[config.mk]
export PLATFORM = sky130hd
export DESIGN_NAME = gps_front
export DESIGN_NICKNAME = d
export VERILOG_FILES = /design/src/hw/rtl/assert_macros.svh /design/src/hw/rtl/gps_pkg.sv /design/src/hw/rtl/gps_front.sv
export SDC_FILE = /design/constraint.sdc
export NUM_CORES = 2
export LEC_CHECK = 0
export ABC_AREA = 1
export CORE_MARGIN = 3
export CORE_UTILIZATION = 40
export CTS_BUF_LIST = sky130_fd_sc_hd__clkbuf_4
export DETAILED_ROUTE_END_ITERATION = 10
export DONT_BUFFER_PORTS = 1
export GPL_TIMING_DRIVEN = 0
export PLACE_DENSITY = 0.5
export SETUP_SLACK_MARGIN = 0.1
export SYNTH_ARGS = -nofsm -noshare
export SYNTH_HDL_FRONTEND = slang
export SYNTH_SLANG_ARGS = --single-unit
[constraint.sdc]
create_clock -name i_clk -period 7.5 [get_ports i_clk]
set_input_delay 1.125 -clock i_clk [delete_from_list [all_inputs] [get_ports i_clk]]
set_output_delay 1.125 -clock i_clk [all_outputs]
set_load 0.1 [all_outputs]
[src/hw/rtl/assert_macros.svh]
// assertion macros for the rtl of the polar gaussian sampler
// no dependencies
`ifndef ASSERT_MACROS_SVH
`define ASSERT_MACROS_SVH
// clocked check, off while reset is held
`define GPS_ASSERT(label, clk, rst_n, prop, msg) \
    label: assert property (@(posedge clk) disable iff (!rst_n) prop) else $error(msg);
// clocked check with no reset qualifier
`define GPS_ASSERT_ALWAYS(label, clk, prop, msg) \
    label: assert property (@(posedge clk) prop) else $error(msg);
`endif

[src/hw/rtl/gps_pkg.sv]
`timescale 1ns / 1ps
// shared constants, types and functions of the polar gaussian sampler
// no dependencies
package gps_pkg;
    localparam int unsigned UNIFORM_BITS = 32;
    localparam int unsigned WORD_W       = 32;
    localparam int unsigned MAG_W        = 32;
    localparam int unsigned S_W          = 64;
    localparam int unsigned X_W          = 31;
    localparam int unsigned F_W          = 30;
    localparam int unsigned K_W          = 7;
    localparam int unsigned LZ_W         = 6;
    localparam int unsigned LZ_STAGES    = 6;
    localparam int unsigned LOG_STEPS    = 30;
    localparam int unsigned N_W          = 31;
    localparam int unsigned DIV_STEPS    = 31;
    localparam int unsigned Q_W          = 32;
    localparam int unsigned ROOT_W       = 28;
    localparam int unsigned REM_W        = 30;
    localparam int unsigned H_W          = 6;
    localparam int unsigned PROD_W       = 63;
    localparam int unsigned CAP_W        = 41;
    localparam int unsigned SAMPLE_W     = 32;
    localparam int unsigned SCALE_W      = 31;
    localparam int unsigned CFG_IDX_W    = 1;
    localparam int unsigned QUEUE_DEPTH  = 4;
    localparam logic [N_W-1:0]     TWO_LN2_Q30 = 31'd1488522236;
    localparam logic [SCALE_W-1:0] SCALE_RESET = 31'd65536;

    typedef enum logic [CFG_IDX_W-1:0] {
        CFG_MEAN  = 1'b0,
        CFG_SCALE = 1'b1
    } t_cfg_idx;

    typedef struct packed {
        logic             sign_u;
        logic             sign_v;
        logic [MAG_W-1:0] mag_u;
        logic [MAG_W-1:0] mag_v;
    } t_coords;

    typedef struct packed {
        t_coords        c;
        logic [S_W-1:0] s;
    } t_job;

    typedef struct packed {
        logic full;
        logic empty;
    } t_q_stat;

    // odd-centered coordinate with 32 fraction bits
    function automatic logic signed [33:0] to_coord(input logic [WORD_W-1:0] w,
                                                    input int unsigned ubits);
        logic [33:0] wm;
        logic [33:0] odd;
        wm = {2'b00, w};
        if (ubits < 32)
            wm = wm & ((34'd1 << ubits) - 34'd1);
        odd = (wm << 1) | 34'd1;
        if (ubits <= 32)
            to_coord = signed'((odd - (34'd1 << ubits)) << (32 - ubits));
        else
            to_coord = signed'((odd >> (ubits - 32)) - (34'd1 << 32));
    endfunction
endpackage

[src/hw/rtl/gps_front.sv]
`timescale 1ns / 1ps
// front end: takes uniform word pairs, maps them to coordinates, forms s
// and drops pairs outside the unit disk; uses gps_pkg
module gps_front (
    input  logic                        i_clk,
    input  logic                        i_rst_n,
    input  logic                        i_valid,
    output logic                        o_ready,
    input  logic [gps_pkg::WORD_W-1:0]  i_first_word,
    input  logic [gps_pkg::WORD_W-1:0]  i_second_word,
    input  gps_pkg::t_q_stat            i_q_stat,
    output logic                        o_push,
    output gps_pkg::t_job               o_job
);
    logic signed [33:0] cu;
    logic signed [33:0] cv;
    logic [33:0]        au;
    logic [33:0]        av;
    logic [64:0]        sum;
    logic               keep;
    logic               adv;

    logic               r_v1;
    logic               r_ok1;
    gps_pkg::t_coords   r_c1;
    logic               r_v2;
    logic               r_ok2;
    gps_pkg::t_coords   r_c2;
    logic [63:0]        r_sq_u;
    logic [63:0]        r_sq_v;

    assign cu = gps_pkg::to_coord(i_first_word, gps_pkg::UNIFORM_BITS);
    assign cv = gps_pkg::to_coord(i_second_word, gps_pkg::UNIFORM_BITS);
    assign au = cu[33] ? 34'(-cu) : 34'(cu);
    assign av = cv[33] ? 34'(-cv) : 34'(cv);

    assign sum  = {1'b0, r_sq_u} + {1'b0, r_sq_v};
    assign keep = r_v2 && r_ok2 && !sum[64] && (sum[63:0] != 64'd0);
    assign adv  = !(keep && i_q_stat.full);

    assign o_ready  = adv;
    assign o_push   = keep && !i_q_stat.full;
    assign o_job.c  = r_c2;
    assign o_job.s  = sum[63:0];

    always_ff @(posedge i_clk) begin
        if (!i_rst_n) begin
            r_v1 <= 1'b0;
            r_v2 <= 1'b0;
        end else if (adv) begin
            r_v1 <= i_valid;
            r_v2 <= r_v1;
        end
    end

    always_ff @(posedge i_clk) begin
        if (adv) begin
            r_ok1        <= (au[33:32] == 2'b00) && (av[33:32] == 2'b00);
            r_c1.sign_u  <= cu[33];
            r_c1.sign_v  <= cv[33];
            r_c1.mag_u   <= au[31:0];
            r_c1.mag_v   <= av[31:0];
            r_ok2        <= r_ok1;
            r_c2         <= r_c1;
            r_sq_u       <= 64'(r_c1.mag_u) * 64'(r_c1.mag_u);
            r_sq_v       <= 64'(r_c1.mag_v) * 64'(r_c1.mag_v);
        end
    end
endmodule

* Yosys cells after proc, flatten, opt, wreduce, memory -nomap -nowiden
Cells that the tools add are included.
** Cells by class
- Reduce and logical (&&, ||, !) cells :: 12
- $add $sub $neg :: 5
- Mux-type cells :: 2
- Multipliers :: 2
** Operators with widths (count)
- 32-bit by 32-bit multiplier with 64-bit output :: 2
- 34-bit 2-to-1 mux :: 2
- 34-bit negation :: 2
- 33-bit by 33-bit subtractor with 34-bit output (second input constant) :: 2
- 64-bit by 64-bit adder with 65-bit output :: 1
- 64-bit nonzero test :: 1
- 1-bit logical AND :: 6
- 2-bit zero test :: 2
- 1-bit zero test :: 3
** Word-level totals
- Register bits :: 264
- Input port bits :: 69
- Logic and storage cells :: 35

* Logic depth before layout (Yosys ltp)
- Word-level depth :: 6
- Depth in mapped cells :: 33
- Mapped depth without buffers :: 31

* Worst setup path before layout
Ideal clock, no wire load.
- Path type :: register -> register
- Start :: register r_sq_u[31]
- End :: register r_c2, in the netlist o_job[100] (enable)
- Data arrival time :: 5080 ps
- Setup slack :: 624 ps
- Stages on the path, launching flop included :: 9
- Clock period less this slack :: 6876 ps
- Setup time :: 1796 ps
- Cells stage by stage :: edfxtp_1 ha_1 a21oi_2 a21boi_0 nand2_1 a21oi_1 nand2_2 nand2_2 nand3_2
** Between the ends
- Word-level cells in the longest chain between the ends :: 5
- Elaborated cells on any way between the ends :: 6
** RTL lines
- start, declared :: RTL line gps_front.sv:29 : logic [63:0] r_sq_u;
- start signal, assigned :: RTL line gps_front.sv:65 : r_sq_u <= 64'(r_c1.mag_u) * 64'(r_c1.mag_u);
- 64-bit by 64-bit adder with 65-bit output * :: RTL line gps_front.sv:37 : assign sum = {1'b0, r_sq_u} + {1'b0, r_sq_v};
- parallel branches: the longest is 2 deep, another holds 64-bit nonzero test
- 1-bit logical AND * :: RTL line gps_front.sv:38 : assign keep = r_v2 && r_ok2 && !sum[64] && (sum[63:0] != 64'd0);
- 1-bit logical AND * :: RTL line gps_front.sv:39 : assign adv = !(keep && i_q_stat.full);
- end signal, assigned :: RTL line gps_front.sv:64 : r_c2 <= r_c1;
- end, declared :: RTL line gps_front.sv:28 : gps_pkg::t_coords r_c2;
Mark *: on every way between the ends.
A chain may end at the register's enable or synchronous reset.

* Worst setup path in the final report
- Start :: register r_c1[50] in the netlist's numbering
- End :: register r_sq_u[51] (data pin)
** Between the ends
- Word-level cells in the longest chain between the ends :: 1
** RTL lines
- start, declared :: RTL line gps_front.sv:25 : gps_pkg::t_coords r_c1;
- 32-bit by 32-bit multiplier with 64-bit output :: RTL line gps_front.sv:65
Every way passes these cells.

==> flow_metrics.tcl <==
set metrics [dict create \
    fill_cells 18366 \
    nets 11396 \
    synth_top_area_share 0.427 \
    synth_adder_area_share 0.538 \
    syn_to_final_growth_pct 14.4 \
    synth_cells 8752 \
    syn_area_per_cell_um2 8.50 \
    ys_seq_elements 254 \
    rr_endpoint "r_sq_u[51]" \
    outcome "completed" \
    slowest_stage "fa_2" \
    initial_core_util 0.404 \
    min_to "r_v1" \
    vias_per_cell 5.07 \
    drt-total-wl_um 290000 \
    maxCapViolCount 0 \
    grt_max_degree 58 \
    post_drt_wl_per_cell_um 25.0 \
    setup_viol 0 \
    syn_area_mm2 0.0744 \
    maxSlewViolCount 0 \
    r2r_slack_ps 140 \
    cts-htree-levels 3 \
    whs_path_depth 2 \
    insertion_delay_ps 1060 \
    synthMuxAreaShare 0 \
    grt_overflow_total 0 \
    min_path_type "input pin to register" \
    synth_ff_type "edfxtp_1" \
    dieHeight_um 437 \
    postSynth.asyncResetShare 0 \
    coreArea_mm2 0.184 \
    critPathTopFamily "adder cells" \
    rr_worst_depth 29 \
    hold_path.startpoint "i_rst_n" \
    drc 0 \
    num_vias 58855 \
    path_buf_inv 11 \
    cts_buffers 77 \
    crit_required_ps 8220 \
    antenna_found_initial 10 \
    cts_buffer_depth 3 \
    crit_top_cell "inv_2" \
    synth_area_leaders "fa_1 43%, inv_1 14%, ha_1 11%" \
    fin_crit_sh 0.981 \
    fin_skew_ps 111 \
    io_buffers 0 \
    rsz0062_at_grt "yes" \
    hold_violations 0 \
    max_clock_freq_mhz 136 \
    synth_compound_area_frac 0.0425 \
    critPathMaxFanout 7 \
    path_clk_slew_ps 60 \
    crit_arrival_ps 8070 \
    die-area_mm2 0.191 \
    synth-simple-area-share 0.136 \
    synth_edf_count 252 \
    drtIter0Drc 5665 \
    grt_pass1_vias 60566 \
    pin_count 201 \
    period_minus_slack_ps 7360 \
    pre_cts_ws_ps -2340 \
    worst_pin_slew_ps 1450 \
    global_route.usage.total 0.305 \
    fin_ws_ps 144 \
    die_w_um 437 \
    synth_top_family_by_area "adder cells" \
    final_core_util 0.463 \
    end_kind "register" \
    crit-reg2reg-launch "r_c1[50]" \
    cts_tree "done" \
    critical_path_class "register to register" \
    ys_types 49 \
    dpl.hpwl_um 239000 \
    ctsHoldBuffers 0 \
    cts.sinks 254 \
    place.gp.congestion 0.992 \
    grt_pass1_wl_um 420000 \
    cts.root.buffer_cell "clkbuf_4" \
    slew_headroom 0.0352 \
    postRouteAntennaNets 0 \
    core.rowCount 157 \
    firstDrtPassIters 6 \
    synth_xor_area_frac 0.0314 \
    crit_path_max_incr_delay_ps 600 \
    critPathLaunchType "register" \
    yosys_warnings 0 \
    yosysTopAreaCell "fa_1" \
    drive_above_1_share 0.129 \
    ys_seq_area_frac 0.102 \
]
-- layer usage --
| metal | up-vias | part of all wire | global-route usage |
|---|---|---|---|
| met2 | 2524 | 0.42 | 0.446 |
| met1 | 30053 | 0.45 | 0.465 |
| met5 | - | 0.000038 | 0 |
| met4 | 2 | 0.026 | 0.0620 |
| li1 | 25960 | - | - |
| met3 | 316 | 0.10 | 0.0635 |
-- layout make-up --
cell class / count / area, um^2 / share of cell area
Antenna cell: 10 / 25.0 / 0.000294
Buffer: 204 / 2610 / 0.0307
Clock buffer: 107 / 803 / 0.00944
Clock inverter: 29 / 199 / 0.00234
Inverter: 2742 / 10300 / 0.121
Multi-Input combinational cell: 5550 / 58000 / 0.682
Sequential cell: 254 / 7610 / 0.0894
Tap cell: 2464 / 3080 / 0.0362
Timing Repair Buffer: 253 / 2400 / 0.0282
-- sequential cells by signal (all words and copies together), names as in the netlist --
| name | flops |
|---|---|
| o_job | 64 |
| r_c1 | 64 |
| r_sq_u | 62 |
| r_sq_v | 62 |
| r_v1 | 1 |
| r_v2 | 1 |
-- Yosys cell counts, types with 4 or more instances --
| library cell | count |
|---|---|
| a21boi_0 | 10 |
| a21o_1 | 22 |
| a21oi_1 | 259 |
| a21oi_2 | 5 |
| a31o_2 | 4 |
| a31oi_1 | 10 |
| and2_1 | 12 |
| buf_1 | 34 |
| buf_2 | 6 |
| buf_4 | 4 |
| clkbuf_1 | 164 |
| edfxtp_1 | 252 |
| fa_1 | 1587 |
| ha_1 | 658 |
| inv_1 | 2709 |
| inv_2 | 33 |
| nand2_1 | 1679 |
| nand2_2 | 47 |
| nand3_1 | 141 |
| nand3_2 | 6 |
| nand3b_1 | 8 |
| nand4_1 | 35 |
| nor2_1 | 435 |
| nor2_2 | 49 |
| nor2_4 | 5 |
| nor3_1 | 30 |
| nor3_2 | 8 |
| nor4_1 | 7 |
| o21a_1 | 13 |
| o21ai_0 | 135 |
| o21ai_1 | 18 |
| o21bai_1 | 69 |
| or2_2 | 6 |
| xnor2_1 | 89 |
| xor2_1 | 178 |
-- worst register-to-register path: cells and delay by family (launching register included) --
family | cells | cell delay [ps]
compound gates | 1 | 150
flops | 1 | 480
simple gates | 8 | 870
buf+inv | 11 | 1030
fa+ha+maj | 9 | 4510
-- cell usage in the layout (no fill, tap or decap), types with 11 or more instances in the layout --
master,n
a21o_1,22
a21oi_1,188
a21oi_2,68
buf_12,37
buf_4,235
buf_6,37
buf_8,42
clkbuf_16,26
clkbuf_4,133
clkbuf_8,27
clkinv_1,15
edfxtp_1,252
fa_1,1546
fa_2,41
ha_1,604
ha_2,11
ha_4,43
inv_1,2671
inv_2,67
nand2_1,1617
nand2_2,96
nand2_4,12
nand3_1,128
nand3_2,14
nand4_1,35
nor2_1,367
nor2_2,79
nor2_4,43
nor3_1,23
nor3_2,12
o21a_1,13
o21ai_0,90
o21ai_1,45
o21ai_2,16
o21bai_1,63
xnor2_1,85
xor2_1,131
xor2_2,41
-- repair_timing --
item,4_1_cts,5_1_grt
pin swaps,28,114
resized for setup,758,539
setup buffers,156,87
setup endpoints to repair,110,86
cloned,0,4
-- cell families (layout without fill, tap and decap cells) --
family,count (synthesis),in the layout
DFF,254,254
other,2,14
adders and majority gates,2245,2245
and+or+nand+nor,2479,2479
buffers and inverters,2950,3335
AOI/OAI and AO/OA,555,555
xor gates and xnor gates,267,267
-- how the worst max path moves through the flow --
stage | from | end | slack (ps) | cells after the start
2_1_floorplan | r_sq_u[31] | o_job[100] | 620 | 8
3_3_place_gp | r_sq_u[59] | o_job[121] | -2940 | 7
4_1_cts | r_c1[26] | r_sq_v[52] | 80 | 25
3_5_place_dp | r_c1[14] | r_sq_v[52] | -2340 | 26
5_1_grt | r_c1[35] | r_sq_u[43] | -20 | 26
6_report | r_c1[50] | r_sq_u[51] | 140 | 29
-- metrics by stage --
step                hold WS, ps  instances  setup TNS (ps)  instance area, um^2
finish                      194      11613               0                85100
global route                113      11613           -32.5                85100
CTS                        74.7      11515               0                82600
detailed placement          410      11225         -183690                78000
global placement            401      11218         -924690                77400
floorplan                   400       8754               0                74400
Power is left out: the tool's default activity adds up to more than one toggle a clock period on the data nets, which glitch-free logic cannot reach.
