**src/hw/rtl/assert_macros.svh**
```systemverilog
// assertion macros for the rtl of the polar gaussian sampler
// no dependencies
`ifndef ASSERT_MACROS_SVH
`define ASSERT_MACROS_SVH
// clocked check, off while reset is held
`define GPS_ASSERT(label, clk, rst_n, prop, msg) \
    label: assert property (@(posedge clk) disable iff (!rst_n) prop) else $error(msg);
// clocked check with no reset qualifier
`define GPS_ASSERT_ALWAYS(label, clk, prop, msg) \
    label: assert property (@(posedge clk) prop) else $error(msg);
`endif

```
**src/hw/rtl/gps_pkg.sv**
```systemverilog
`timescale 1ns / 1ps
// shared constants, types and functions of the polar gaussian sampler
// no dependencies
package gps_pkg;
    localparam int unsigned UNIFORM_BITS = 32;
    localparam int unsigned WORD_W       = 32;
    localparam int unsigned MAG_W        = 32;
    localparam int unsigned S_W          = 64;
    localparam int unsigned X_W          = 31;
    localparam int unsigned F_W          = 30;
    localparam int unsigned K_W          = 7;
    localparam int unsigned LZ_W         = 6;
    localparam int unsigned LZ_STAGES    = 6;
    localparam int unsigned LOG_STEPS    = 30;
    localparam int unsigned N_W          = 31;
    localparam int unsigned DIV_STEPS    = 31;
    localparam int unsigned Q_W          = 32;
    localparam int unsigned ROOT_W       = 28;
    localparam int unsigned REM_W        = 30;
    localparam int unsigned H_W          = 6;
    localparam int unsigned PROD_W       = 63;
    localparam int unsigned CAP_W        = 41;
    localparam int unsigned SAMPLE_W     = 32;
    localparam int unsigned SCALE_W      = 31;
    localparam int unsigned CFG_IDX_W    = 1;
    localparam int unsigned QUEUE_DEPTH  = 4;
    localparam logic [N_W-1:0]     TWO_LN2_Q30 = 31'd1488522236;
    localparam logic [SCALE_W-1:0] SCALE_RESET = 31'd65536;

    typedef enum logic [CFG_IDX_W-1:0] {
        CFG_MEAN  = 1'b0,
        CFG_SCALE = 1'b1
    } t_cfg_idx;

    typedef struct packed {
        logic             sign_u;
        logic             sign_v;
        logic [MAG_W-1:0] mag_u;
        logic [MAG_W-1:0] mag_v;
    } t_coords;

    typedef struct packed {
        t_coords        c;
        logic [S_W-1:0] s;
    } t_job;

    typedef struct packed {
        logic full;
        logic empty;
    } t_q_stat;

    // odd-centered coordinate with 32 fraction bits
    function automatic logic signed [33:0] to_coord(input logic [WORD_W-1:0] w,
                                                    input int unsigned ubits);
        logic [33:0] wm;
        logic [33:0] odd;
        wm = {2'b00, w};
        if (ubits < 32)
            wm = wm & ((34'd1 << ubits) - 34'd1);
        odd = (wm << 1) | 34'd1;
        if (ubits <= 32)
            to_coord = signed'((odd - (34'd1 << ubits)) << (32 - ubits));
        else
            to_coord = signed'((odd >> (ubits - 32)) - (34'd1 << 32));
    endfunction
endpackage

```
**src/hw/rtl/gps_queue.sv**
```systemverilog
`timescale 1ns / 1ps
// short job queue between the front end and the sample pipeline
// uses gps_pkg
module gps_queue (
    input  logic              i_clk,
    input  logic              i_rst_n,
    input  logic              i_push,
    input  gps_pkg::t_job     i_job,
    input  logic              i_pop,
    output gps_pkg::t_job     o_job,
    output gps_pkg::t_q_stat  o_stat
);
    localparam int unsigned DEPTH = gps_pkg::QUEUE_DEPTH;
    localparam int unsigned PTR_W = $clog2(DEPTH);
    localparam int unsigned CNT_W = $clog2(DEPTH + 1);

    gps_pkg::t_job    r_mem [DEPTH];
    logic [PTR_W-1:0] r_wr;
    logic [PTR_W-1:0] r_rd;
    logic [CNT_W-1:0] r_cnt;

    assign o_job        = r_mem[r_rd];
    assign o_stat.full  = (r_cnt == CNT_W'(DEPTH));
    assign o_stat.empty = (r_cnt == '0);

    always_ff @(posedge i_clk) begin
        if (!i_rst_n) begin
            r_wr  <= '0;
            r_rd  <= '0;
            r_cnt <= '0;
        end else begin
            if (i_push)
                r_wr <= (r_wr == PTR_W'(DEPTH - 1)) ? '0 : r_wr + 1'b1;
            if (i_pop)
                r_rd <= (r_rd == PTR_W'(DEPTH - 1)) ? '0 : r_rd + 1'b1;
            case ({i_push, i_pop})
                2'b10:   r_cnt <= r_cnt + 1'b1;
                2'b01:   r_cnt <= r_cnt - 1'b1;
                default: r_cnt <= r_cnt;
            endcase
        end
    end

    always_ff @(posedge i_clk) begin
        if (i_push)
            r_mem[r_wr] <= i_job;
    end
endmodule

```
**config.mk**
```make
export PLATFORM = sky130hd
export DESIGN_NAME = gps_queue
export DESIGN_NICKNAME = d
export VERILOG_FILES = /design/src/hw/rtl/assert_macros.svh /design/src/hw/rtl/gps_pkg.sv /design/src/hw/rtl/gps_queue.sv
export SDC_FILE = /design/constraint.sdc
export NUM_CORES = 1
export LEC_CHECK = 0
export ABC_AREA = 1
export BUFFER_PORTS_ARGS = -buffer_cell sky130_fd_sc_hd__buf_2
export CORE_MARGIN = 2
export CORE_UTILIZATION = 30
export CTS_CLUSTER_DIAMETER = 40
export DETAILED_ROUTE_END_ITERATION = 10
export GPL_ROUTABILITY_DRIVEN = 0
export GPL_TIMING_DRIVEN = 0
export PLACE_DENSITY = 0.52
export SETUP_SLACK_MARGIN = 0.15
export SYNTH_ARGS = -nofsm -noshare
export SYNTH_HDL_FRONTEND = slang
export SYNTH_SLANG_ARGS = --single-unit
```
**constraint.sdc**
```tcl
create_clock -name i_clk -period 6.5 [get_ports i_clk]
set_input_delay 1.3 -clock i_clk [delete_from_list [all_inputs] [get_ports i_clk]]
set_output_delay 1.3 -clock i_clk [all_outputs]
set_load 0.01 [all_outputs]
```
[Word level (Yosys, flattened, before mapping)]
Memories as Yosys holds them, arrays and structs flattened. A register that Yosys moved wholly into a read port is not among the register bits.
Cells that the tools add are included.
Word-level totals
  flip-flop bits (word level): 7
  memory bits (writable): 520
  output and inout port bits: 132
  logic and storage cells: 22
  memories: 1
Operators by class
  $add $sub $neg: 4
  equality and inequality tests: 5
  mux-type cells: 7
  reductions and logical operators: 2
Memory list
  r_mem: depth 4, width 130, read ports 1, clocked after Yosys merged registers in 1, write ports 1, RTL line gps_queue.sv:17  | gps_pkg::t_job r_mem [DEPTH];
Operators with widths (number)
  $mux W2: 4
  $eq A2 B2 Y1 const B: 3
  $pmux W3 S2: 1
  $add A2 B1 Y2 const B: 2
  $add A3 B1 Y3 const B: 1
  $eq A3 B3 Y1 const B: 1
  $logic_not A3 Y1: 1
  $sub A3 B1 Y3 const B: 1
  $eq A2 B1 Y1 const B: 1
  $mux W1: 2
  $reduce_bool A2 Y1: 1

[Depth between registers and ports, before layout]
Gate-level depths: netlist (run 1).
  depth after elaboration: 4
  mapped depth: 10
  gate-level depth less buffers: 10

[Worst setup path before layout (run 1)]
Ideal clock, no wire load.
  kind: input to register
  from: input i_push
  to: memory r_mem[3][0] (netlist bit), enable pin
  setup time: 0.483 ns
  arrival: 3.841 ns
  required time: 6.017 ns
  path slack: 2.176 ns
  stages on the path: 2
  path buffers: 0
  path through: nand2_1 inv_1
On the way
  cells in the longest elaborated chain, start to end: 2
Ends and longest elaborated chain
  start, declared: RTL line gps_queue.sv:7  | input logic i_push,
  $mux W1: RTL line gps_queue.sv:45  | if (i_push)
  $mux W1 (not written as such): RTL line gps_queue.sv:46  | r_mem[r_wr] <= i_job;
  end, declared: RTL line gps_queue.sv:17
Every way passes these cells.

==> summary by stage, run 1 <==
Run status
The run finished with clean final reports.

Synthesis
The count of cell types in the netlist is 23. The number of synthesized register bits is 529. In this run, synthesis inferred 520 flip-flops with an integrated enable.

The net count after synthesis is 1,458. The gate count of the mapped netlist is 1,317. The share of the Yosys chip area taken by registers is 80.0%. In the synthesized netlist the async set-or-reset flop fraction comes to 0%. The post-synthesis instance area is 19,700 sq um. In the synthesized netlist the dominant register cell turns out to be edfxtp_1. Averaged over all synthesized cells, the footprint is 15.0 sq um. The count of warnings emitted by yosys is 0.

Setup path
The endpoint identified for the worst register-to-register timing path is r_mem[3][84]$_DFFE_PP_. The critical path buffer and inverter count is 4. The worst reg-to-reg setup slack is 4.47 ns. The critical path's slowest cell is buf_2. The delay of the slowest cell on the worst path is 0.45 ns. The reg-to-reg critical path startpoint is r_wr[0]$_SDFFE_PN0P_. The setup path with the least slack is of type reg2out. The kind of cell adding the most delay to the critical path is buffers and inverters. The critical path runs through a total of 6 cells. Along the worst path, the maximum fanout reaches 10.

STA puts the critical path data arrival time at 2.78 ns. Among the stages of the critical path, the cell type that occurs most often is buf_2. Walking the worst path, the cells encountered are inv_2 > buf_2 > clkbuf_1 > o21ai_0 > o22ai_1 > buf_2. STA classifies the critical path startpoint as a flip-flop. STA puts the critical path data required time at 5.20 ns. The number of cells on the worst reg-to-reg path is 4. In this run the worst setup path terminates at o_job[33]. The critical path endpoint category is a primary output.

Global route
The maximum number of pins on one net before global-route repair is 78. Global routing used 15.5% of the available tracks across all layers. The number of global-route vias before repair came to 12,539. The first-pass GRT wire length is 78,400 microns. The initial antenna violation count came to 15. After global routing the overflow that remains totals 0.

STA
The max-slew violation count is 0. Setup repair after global routing left no endpoint under its margin. The worst path setup slack after routing is 2.42 ns. The pin slew with the least headroom to its limit is 0.640 ns. The count of endpoints failing setup in the final report is 0. Of the available clock period, the critical path in the final layout requires 62.8%. Adding up every negative setup slack in the final design gives 0 ns. The maximum frequency from static timing analysis is 0.245 GHz.

In this run the tightest slew margin relative to its limit is 57.3%. Counting I/O delays and the setup requirement, the final critical path takes 4.08 ns. The worst-case hold slack is 0.531 ns. Clock skew on the completed layout was measured at 0.0102 ns. The hold violation total from the final report is 0.

Route
The detail-routed via count per cell is 4.77. After detailed routing, the average wire length per cell comes to 20.7 microns. The first TritonRoute pass finished after 5 iterations. The number of routed nets with antenna violations is 0. Summed over all layers, the routed wires come to 53,800 microns. The DRC violation count after routing is 0. The first routing iteration left 948 violations. The total vias in the final route is 12,370.

Die
The height of the die is 261 microns. The initial core utilization is 30.1%. The die covers 67,900 sq um.

266 I/O pins were placed. In this run the core area contains 94 standard-cell rows. The die span in x is 261 microns. After floorplanning, the core was sized to cover 65,500 sq um.

Clock tree
The deepest level of the CTS H-tree is 3. The clock slew at the register clock pins of the worst setup and hold paths is 0.05 ns. The number of clock sinks is 529. In this run the clock root is driven by a clkbuf_16. The number of clock buffers added by TritonCTS is 79.

The post-CTS repair timing setup buffer count is 0. Once the clock tree was built, the resizer swapped 0 gates to a different size. The worst-skew pair later-pin latency is 0.60 ns.

The number of hold buffers added after CTS was 0. The clock passes through at most 3 buffers. The TritonCTS clock tree is done.

Layout
The library cell used most frequently in the layout, excluding fill and tap cells, is edfxtp_1. Leaving out filler cells and counting taps, the final layout contains 2,596. The final design area excluding fillers is 24,900 sq um. The share of layout cells above drive strength 1 is 25.5%. The final layout net count is 1,808. In the layout the commonest cells are edfxtp_1 (520), buf_2 (279), nor2_1 (265), o21ai_0 (194), o22ai_1 (130). Compared with the post-synthesis result, the final layout area differs by 26.1%. Measured on the finished design, the core utilization comes to 38.0%.

Hold path
The tightest min-delay check is of the reg2reg type.

Placement
The standard cell area after detailed placement is 22,300 sq um. The post-DP HPWL is 31,900 microns. Before CTS, the worst setup slack after placement is 3.02 ns.

The count of buffers inserted at the top-level ports is 265. The post-placement cell count is 2,450.

Pwr
The worst voltage drop across the vdd grid is 0.000255 V. The total power draw is 8.88 mW. The total power density per cell area is 357 nW/um^2. Summed over all cells, the static leakage comes to 8.72 nW.

Flow run
The max-cap check violation count is 0.
==> worst reg2reg max path, stage by stage (launching register included) <==
cell and delay [ns]:
dfxtp_1 0.40, ha_1 0.19, nand2_1 0.13, inv_8 0.37, buf_16 0.43
==> where the power goes <==
part | total [mW] | switching (mW) | leakage, nW | internal (mW)
clock | 4.14 | 1.55 | 1.27 | 2.60
combinational | 0.803 | 0.544 | 2.61 | 0.259
sequential | 3.94 | 0.0317 | 4.85 | 3.91
total | 8.88 | 2.12 | 8.72 | 6.76
==> cell type report <==
type | count | area [sq um]
Fill cell | 6189 | 40600
Sequential cell | 529 | 15800
Multi-Input combinational cell | 685 | 3310
Clock buffer | 89 | 2040
Timing Repair Buffer | 269 | 1440
Tap cell | 864 | 1080
Clock inverter | 54 | 569
Buffer | 85 | 556
Inverter | 18 | 110
Antenna cell | 3 | 7.51
==> flip-flops by register name, indices dropped and copies added (netlist names), named ones only <==
register	cells
r_cnt	3
r_mem	520
r_rd	2
r_wr	2
==> how the worst min path moves through the flow <==
| stage | cells after the start | startpoint | slack (ns) | endpoint |
|---|---|---|---|---|
| 2_1_floorplan | 2 | r_wr[1]$_SDFFE_PN0P_ | 0.49 | r_wr[1]$_SDFFE_PN0P_ |
| 3_3_place_gp | 2 | r_wr[1]$_SDFFE_PN0P_ | 0.50 | r_wr[1]$_SDFFE_PN0P_ |
| 3_5_place_dp | 2 | r_wr[1]$_SDFFE_PN0P_ | 0.53 | r_wr[1]$_SDFFE_PN0P_ |
| 4_1_cts | 2 | r_wr[1]$_SDFFE_PN0P_ | 0.53 | r_wr[1]$_SDFFE_PN0P_ |
| 5_1_grt | 2 | r_wr[1]$_SDFFE_PN0P_ | 0.57 | r_wr[1]$_SDFFE_PN0P_ |
| 6_report | 2 | r_wr[1]$_SDFFE_PN0P_ | 0.53 | r_wr[1]$_SDFFE_PN0P_ |
==> synthesized netlist by cell type, drive strengths merged (4+ instances only) <==
cell type | n | area [sq um]
nor3 | 4 | 20.0
dfxtp | 9 | 180
o22ai | 130 | 813
nor2 | 265 | 995
inv | 18 | 80.1
clkbuf | 45 | 175
nand2 | 8 | 30.0
o21ai | 264 | 1320
a21oi | 5 | 25.0
buf | 40 | 380
edfxtp | 520 | 15600
ha | 6 | 75.1
==> layer usage <==
layer	global-route usage (%)	part of all wire, %	vias up
li1	-	-	5734
met5	0	0.25	-
met2	24.7	47	373
met1	19.9	43	6116
met3	4.75	7.4	125
met4	5.57	2.7	22
==> cells by family (layout without fill, tap and decap cells) <==
group	after synthesis	count (layout)	synth area share, %
flip-flops	529	529	80.0
AO/OA/AOI/OAI	399	399	10.9
AND/OR/NAND/NOR	279	279	5.35
buffers and inverters	103	515	3.22
adder cells (fa/ha/maj)	7	7	0.482
other	0	3	0
(Power assumes the default switching activity.)
==> inputs of run 2 (changes only) <==
--- a/config.mk
+++ b/config.mk
@@ -5,7 +5,7 @@
 export SDC_FILE = /design/constraint.sdc
 export NUM_CORES = 1
 export LEC_CHECK = 0
-export ABC_AREA = 1
+export ABC_AREA = 0
 export BUFFER_PORTS_ARGS = -buffer_cell sky130_fd_sc_hd__buf_2
 export CORE_MARGIN = 2
 export CORE_UTILIZATION = 30
@@ -13,7 +13,7 @@
 export DETAILED_ROUTE_END_ITERATION = 10
 export GPL_ROUTABILITY_DRIVEN = 0
 export GPL_TIMING_DRIVEN = 0
-export PLACE_DENSITY = 0.52
+export PLACE_DENSITY = 0.54
 export SETUP_SLACK_MARGIN = 0.15
 export SYNTH_ARGS = -nofsm -noshare
 export SYNTH_HDL_FRONTEND = slang
==> constraint.sdc (replaced) <==
create_clock -name i_clk -period 3.3 [get_ports i_clk]
set_input_delay 0.66 -clock i_clk [delete_from_list [all_inputs] [get_ports i_clk]]
set_output_delay 0.66 -clock i_clk [all_outputs]
set_load 0.01 [all_outputs]
==> run 2 against run 1 <==
Compared with the run above:
- register-to-register slack got worse by 3.2 ns
- sequential cell count unchanged
- cell count decreased by 23%
- largest cell class unchanged
- synthesized cell count decreased by 45%
- sequential share of layout area increased by 0.46 points
- via count decreased by 28%
==> summary by stage, run 2 <==
STA
Setup repair after global routing left no endpoint under its margin. The pin slew with the least headroom to its limit is 0.874 ns (+0.234 ns). The max-slew violation count is 0 (unchanged). The hold violation total from the final report is 0 (unchanged).

The worst-case clock skew came to 0.0222 ns (+0.0119 ns). The count of endpoints failing setup in the final report is 0 (unchanged). The worst slew margin relative to its limit was 41.7% (-16 points). Static timing analysis puts the maximum clock frequency at 0.345 GHz.

The worst path setup slack after routing came to 0.398 ns (-2.02 ns). The final setup TNS came to 0 ns (unchanged). The minimum period implied by the final worst setup slack is 2.90 ns. The worst-case hold slack is 0.262 ns (-0.269 ns).

In the finished design, the share of the clock period the worst path needs comes to 87.9%.

Setup path
The kind of cell adding the most delay to the critical path is buffers and inverters. Traced cell by cell, the critical path runs through buf_1 > mux4_2 > buf_2. The slowest stage of the critical path is the buf_1 cell. The critical path endpoint category is a primary output.

The delay of the slowest cell on the worst path came to 0.68 ns (+0.23 ns). The worst endpoint data arrival time is 2.24 ns (-0.54 ns). The critical path is of the reg2out type. The data required time of the critical path is 2.64 ns (-2.56 ns). The worst setup path is launched from a flip-flop. The critical path buffer and inverter count was 2 (-2). The maximum fanout along the worst path is 10 (unchanged).

Die
The number of placement rows was 93 (-1.1%). The initial core utilization is 30.1% (about the same). The placeable core area is 64,100 sq um (-2.1%). The total die area is 66,500 sq um (-2.1%). The die span in x was 258 microns (-1.0%).

The top-level port count was 266 (unchanged). The height of the die is 258 microns (-1.0%).

Pwr
The total power density per cell area was 705 nW/um^2 (+98%). The leakage component of the power is 8.34 nW (-4.4%). The total power draw was 17.4 mW (+96%).

The worst voltage drop across the vdd grid is 0.000497 V (+95%).

Synthesis
By area the synthesized netlist is led by edfxtp_1 (81%), mux4_2 (15%), buf_12 (1.1%). The post-synthesis instance area is 19,300 sq um (-2.1%). Summed over all instances, the cell type with the most area after synthesis is edfxtp_1. The number of synthesized register bits came to 529 (unchanged). The count of cell types in the netlist is 26 (+13%). The sequential area share after synthesis was 81.7% (+1.7 points). The count of warnings emitted by yosys is 0 (unchanged). The share of synthesized registers carrying an async set or reset came to 0% (unchanged).

The number of enable-type register cells in the synthesized netlist is 520 (unchanged). The per-instance average area after synthesis is 26.6 sq um (+78%). In the synthesized netlist, the cells that appear most often are edfxtp_1 (520), mux4_2 (130), buf_12 (11), buf_2 (10), dfxtp_1 (9). In the synthesized netlist the dominant register cell turns out to be edfxtp_1. By instance count, the leading cell after synthesis is edfxtp_1. The share of Yosys cell area claimed by the top area cell type was 80.8% (+1.7 points). The net count after synthesis came to 867 (-41%). The gate count of the mapped netlist is 726 (-45%).

Route
The detail-routed via count per cell is 4.42 (-7.3%). The total vias in the final route is 8,860 (-28%). The average wire per standard cell is 20.3 microns (-2.2%).

The number of routed nets with antenna violations was 0 (unchanged). The post-detailed-routing wire length came to 40,600 microns (-24%). The iteration count of the initial detailed-routing pass was 4 (-1). The iteration-0 DRC count of the detailed router is 477 (-50%). The DRC violation count after routing was 0 (unchanged).

Clock tree
The maximum buffer depth of the clock tree was 3 (unchanged). The number of clock sinks is 529 (unchanged). The deepest level of the CTS H-tree came to 3 (unchanged). The post-CTS repair timing setup buffer count is 0 (unchanged).

The TritonCTS clock tree is done. Clock tree synthesis selected as its root buffer the cell clkbuf_16. The worst-skew pair later-pin latency came to 0.60 ns (about the same).

The number of CTS-inserted buffers is 81 (+2.5%). The clock slew at the register clock pins of the worst setup and hold paths was 0.06 ns (about the same).

Run status
The run finished with clean final reports.

Placement
The post-placement cell count is 1,855 (-24%). The worst slack at placement is 0.123 ns (-2.90 ns). The post-DP HPWL is 25,100 microns (-21%). The count of buffers inserted at the top-level ports came to 265 (unchanged).

Global route
The global-route usage over all layers came to 12.1% (-3.3 points). The initial antenna violation count is 8 (-7). The first-pass GRT wire length is 60,100 microns (-23%). The remaining global-route overflow is 0 (unchanged).

The number of global-route vias before repair is 9,648 (-23%). The maximum number of pins on one net before global-route repair is 53 (-32%).

Layout
The largest registers in the layout are r_mem (520), r_cnt (3). The share of layout cells above drive strength 1 is 49.7% (+24 points). The library cell used most frequently in the layout, excluding fill and tap cells, is edfxtp_1. The final layout net count came to 1,224 (-32%). The growth of design area from synthesis to finish is 27.9%. The number of cells in the finished layout apart from fillers is 2,005 (-23%). The flip-flop count of the largest register after layout is 520 (unchanged). The register with the most flip-flops is r_mem.

The library cells used most frequently in the layout, excluding fill and tap cells, are edfxtp_1 (520), buf_2 (274), mux4_2 (130), clkbuf_16 (82), inv_6 (14).

Flow run
The max-cap check violation count was 0 (unchanged).

Hold path
In this run the worst hold path is classified as in2reg.
[run 2: worst reg2reg max path: stages (launching register included)]
cell and delay [ns]:
dfxtp_1 0.35, inv_1 0.09, ha_1 0.15, and2_4 0.70, buf_16 0.34
[run 2: metrics by stage]
step | instance area, sq um | utilization, %
2_1_floorplan | 19300 | -
3_3_place_gp | 21700 | 33.9
3_5_place_dp | 22000 | 34.3
4_1_cts | 24700 | 38.6
5_1_grt | 24700 | 38.6
6_report | 24700 | 38.6
[run 2: logic make-up (layout without fill, tap and decap cells)]
family | after synthesis | after routing | share of synthesized area, %
AOI/OAI and AO/OA | 5 | 5 | 0.155
xor gates and xnor gates | 2 | 2 | 0.0907
muxes | 132 | 132 | 15.3
buffers and inverters | 35 | 458 | 1.77
adders and majority gates | 7 | 7 | 0.492
DFF | 529 | 529 | 81.7
and+or+nand+nor | 16 | 16 | 0.511
other | 0 | 1 | 0
[run 2: metal layers]
layer  track usage [%]  routed length [microns]  share of wire (%)
met1              15.2                    17300                 43
met3              4.28                     2920                7.2
met5                 0                       74               0.18
met2              19.5                    19500                 48
met4              4.37                      822                2.0
[run 2: power by group]
| part | switching, mW | leakage (nW) | total, mW | internal (mW) |
|---|---|---|---|---|
| Combinational | 0.694 | 2.17 | 1.28 | 0.586 |
| Clock | 3.16 | 1.32 | 8.43 | 5.27 |
| Sequential | 0.0546 | 4.85 | 7.73 | 7.67 |
| Total | 3.91 | 8.34 | 17.4 | 13.5 |
[run 2: area by class of cell]
cell class                      count  area, sq um
Timing Repair Buffer              274         1570
Sequential cell                   529        15800
Tap cell                          855         1070
Buffer                             29          325
Fill cell                        5775        39400
Clock buffer                       86         2070
Antenna cell                        1         2.50
Multi-Input combinational cell    162         3200
Clock inverter                     63          674
Inverter                            6         22.5
[run 2: timing repair]
action	CTS	global route
hold endpoints to repair	0	0
gates resized for setup	3	0
setup endpoints to repair	100	0
hold buffers	0	0
[run 2: final timing paths]
| path | from | end | slack, ns | cells after the start |
|---|---|---|---|---|
| max reg2reg | r_wr[0]$_SDFFE_PN0P_ | r_mem[2][60]$_DFFE_PP_ | 1.26 | 4 |
| min | i_job[112] | r_mem[2][112]$_DFFE_PP_ | 0.26 | 1 |
| max | flip-flop | o_job[9] | 0.40 | 3 |
| min reg2reg | r_cnt[2]$_SDFFE_PN0P_ | r_cnt[2]$_SDFFE_PN0P_ | 0.53 | 2 |
==> inputs of run 3 (changes only) <==
--- a/config.mk
+++ b/config.mk
@@ -8,13 +8,14 @@
 export ABC_AREA = 0
 export BUFFER_PORTS_ARGS = -buffer_cell sky130_fd_sc_hd__buf_2
 export CORE_MARGIN = 2
-export CORE_UTILIZATION = 30
+export CORE_UTILIZATION = 51
 export CTS_CLUSTER_DIAMETER = 40
 export DETAILED_ROUTE_END_ITERATION = 10
 export GPL_ROUTABILITY_DRIVEN = 0
 export GPL_TIMING_DRIVEN = 0
-export PLACE_DENSITY = 0.54
+export PLACE_DENSITY = 0.8
 export SETUP_SLACK_MARGIN = 0.15
+export SLEW_MARGIN = 30
 export SYNTH_ARGS = -nofsm -noshare
 export SYNTH_HDL_FRONTEND = slang
 export SYNTH_SLANG_ARGS = --single-unit
==> run 3 against run 2 <==
Compared with the run above:
- setup slack got worse by 0.013 ns
- clock power decreased by 22%
- utilization increased by 24 points
- die area decreased by 41%
- largest power group is now registers
- critical path type unchanged
- maximum frequency decreased by 0.44%
==> summary by stage, run 3 (synthesis results as in run 2) <==
Clock tree
The maximum buffer depth of the clock tree was 3 (unchanged). The number of CTS-inserted buffers is 59 (-27%). The root buffer cell chosen for the clock tree is clkbuf_16.

The clock slew at the register clock pins of the worst setup and hold paths is 0.06 ns (about the same). The deepest level of the CTS H-tree is 2 (-1). The total of hold buffers inserted after clock tree synthesis is 0 (unchanged).

The TritonCTS clock tree is done. The total of cells resized after clock tree synthesis is 1 (-2). The worst-skew pair later-pin latency is 0.60 ns (about the same). The number of clock sinks is 529 (unchanged).

The post-CTS repair timing setup buffer count is 0 (unchanged).

STA
The final setup TNS is 0 ns (unchanged). The max-slew violation count was 0 (unchanged). The worst-case clock skew is 0.0176 ns (-0.00460 ns).

The maximum frequency from static timing analysis is 0.343 GHz (-0.44%). Setup repair after global routing left no endpoint under its margin. The fraction of the cycle the final worst path needs is 88.3% (+0.39 points). The pin slew with the least headroom to its limit is 0.757 ns (-0.117 ns). The count of endpoints failing setup in the final report came to 0 (unchanged). The worst slew margin relative to its limit is 49.5% (+7.8 points). The hold violation total from the final report came to 0 (unchanged). The minimum period implied by the final worst setup slack was 2.92 ns (+0.0128 ns).

Pwr
The leakage component of the power was 7.98 nW (-4.3%). The total power draw is 15.5 mW (-11%). The worst voltage drop across the vdd grid is 0.000485 V (-2.6%). The total power density per cell area is 658 nW/um^2 (-6.7%).

Global route
The maximum number of pins on one net before global-route repair was 41 (-23%). The first-pass GRT wire length is 54,500 microns (-9.3%). The remaining global-route overflow came to 0 (unchanged). The global-route usage over all layers is 18.7% (+6.6 points).

The initial antenna violation count came to 3 (-5). The number of global-route vias before repair was 9,479 (-1.8%).

Die
The number of placement rows was 71 (-24%). The top-level port count came to 266 (unchanged). The placeable core area came to 37,500 sq um (-42%). The die span in x is 199 microns (-23%). The total die area is 39,500 sq um (-41%). The height of the die is 199 microns (-23%). The initial core utilization was 51.6% (+21 points).

Setup path
The worst setup path is of the reg2out kind. The worst endpoint data arrival time came to 2.25 ns (about the same). The worst setup path is captured at a primary output. For this design, the slowest cell found on the critical path is dfxtp_1. The data required time of the critical path is 2.64 ns (about the same).

The most numerous cell type found on the critical path is buf_2. The delay of the slowest cell on the worst path is 0.38 ns (-0.30 ns). The type of origin of the critical path is a flip-flop. The maximum fanout along the worst path was 10 (unchanged). The signal on the critical path passes through clkbuf_2 > buf_2 > mux4_2 > buf_2. The depth of the worst register-to-register path is 4 (unchanged).

Hold path
In this run the worst hold path is classified as in2reg. The worst hold path stage count is 1 (unchanged).

Placement
The post-DP HPWL is 22,600 microns (-9.8%). The count of buffers inserted at the top-level ports came to 265 (unchanged).

Route
The detail-routed via count per cell is 5.42 (+23%). The iteration-0 DRC count of the detailed router is 488 (+2.3%). The average wire per standard cell is 22.4 microns (+10%). The number of routed nets with antenna violations is 0 (unchanged).

The iteration count of the initial detailed-routing pass is 5 (+1). The post-detailed-routing wire length is 36,400 microns (-11%). The DRC violation count after routing is 0 (unchanged).

The total vias in the final route is 8,810 (-0.56%).

Flow run
The max-cap check violation count was 0 (unchanged).

Layout
The final layout net count is 1,205 (-1.6%). The share of layout cells above drive strength 1 was 47.4% (-2.3 points). The most common cell after layout, fill and taps aside is edfxtp_1.

The top cell types in the final layout, fill and taps aside, are edfxtp_1 (520), buf_2 (275), mux4_2 (130), clkbuf_16 (59), buf_12 (19). Ranked by flip-flop count, first place goes to r_mem. The count of filler cells inserted in the layout is 2,503 (-57%). The largest registers in the layout are r_mem (520), r_cnt (3). The flip-flop count of the largest register after layout is 520 (unchanged). The growth of design area from synthesis to finish is 22.0%.

Run status
The flow ran to the end, and the final reports show no timing, DRC or antenna violations.
-- run 3: final timing paths --
kind,start,endpoint,slack [ns]
worst max-delay path,flip-flop,o_job[16],0.39
worst min-delay path,i_job[6],r_mem[1][6]$_DFFE_PP_,0.26
worst max register to register,r_wr[0]$_SDFFE_PN0P_,r_mem[3][74]$_DFFE_PP_,1.26
worst min register to register,r_rd[1]$_SDFFE_PN0P_,flip-flop,0.53
-- run 3: power by group --
group          total (mW)  switching, mW  internal [mW]
Sequential           7.73         0.0620           7.67
Combinational        1.26          0.670          0.589
Clock                6.54           2.65           3.89
Total                15.5           3.38           12.1
-- run 3: stage by stage --
stage	util [%]	area (sq um)	cells	worst slack, ns	hold slack [ns]
after global placement	56.8	21300	1502	-0.820	0.493
after detailed placement	57.5	21600	1514	0.570	0.548
final	62.9	23600	1626	0.385	0.265
after floorplan	-	19300	726	0.598	0.473
after global routing	62.9	23600	1623	0.223	0.235
after CTS	62.9	23600	1622	0.271	0.222
-- run 3: layer usage --
metal / GRT usage (%) / vias up / part of all wire [%]
met1: 23.8 / 4618 / 39
li1: - / 3840 / -
met4: 6.27 / 2 / 1.8
met2: 31.4 / 299 / 51
met5: 0 / - / 0.036
met3: 5.32 / 51 / 7.8
-- run 3: worst max-delay path: cells and delay by family (launching register included) --
kind	cells	cell delay, ns
flops	1	0.38
buf+inv	3	0.88
mux	1	0.38
-- run 3: layout make-up --
type,count,area (sq um),area share (%)
Timing Repair Buffer,277,1600,6.77
Clock inverter,41,492,2.09
Antenna cell,4,10.0,0.0424
Tap cell,511,639,2.71
Multi-Input combinational cell,162,3200,13.6
Sequential cell,529,15800,67.0
Clock buffer,67,1510,6.39
Buffer,29,320,1.36
Inverter,6,22.5,0.0955
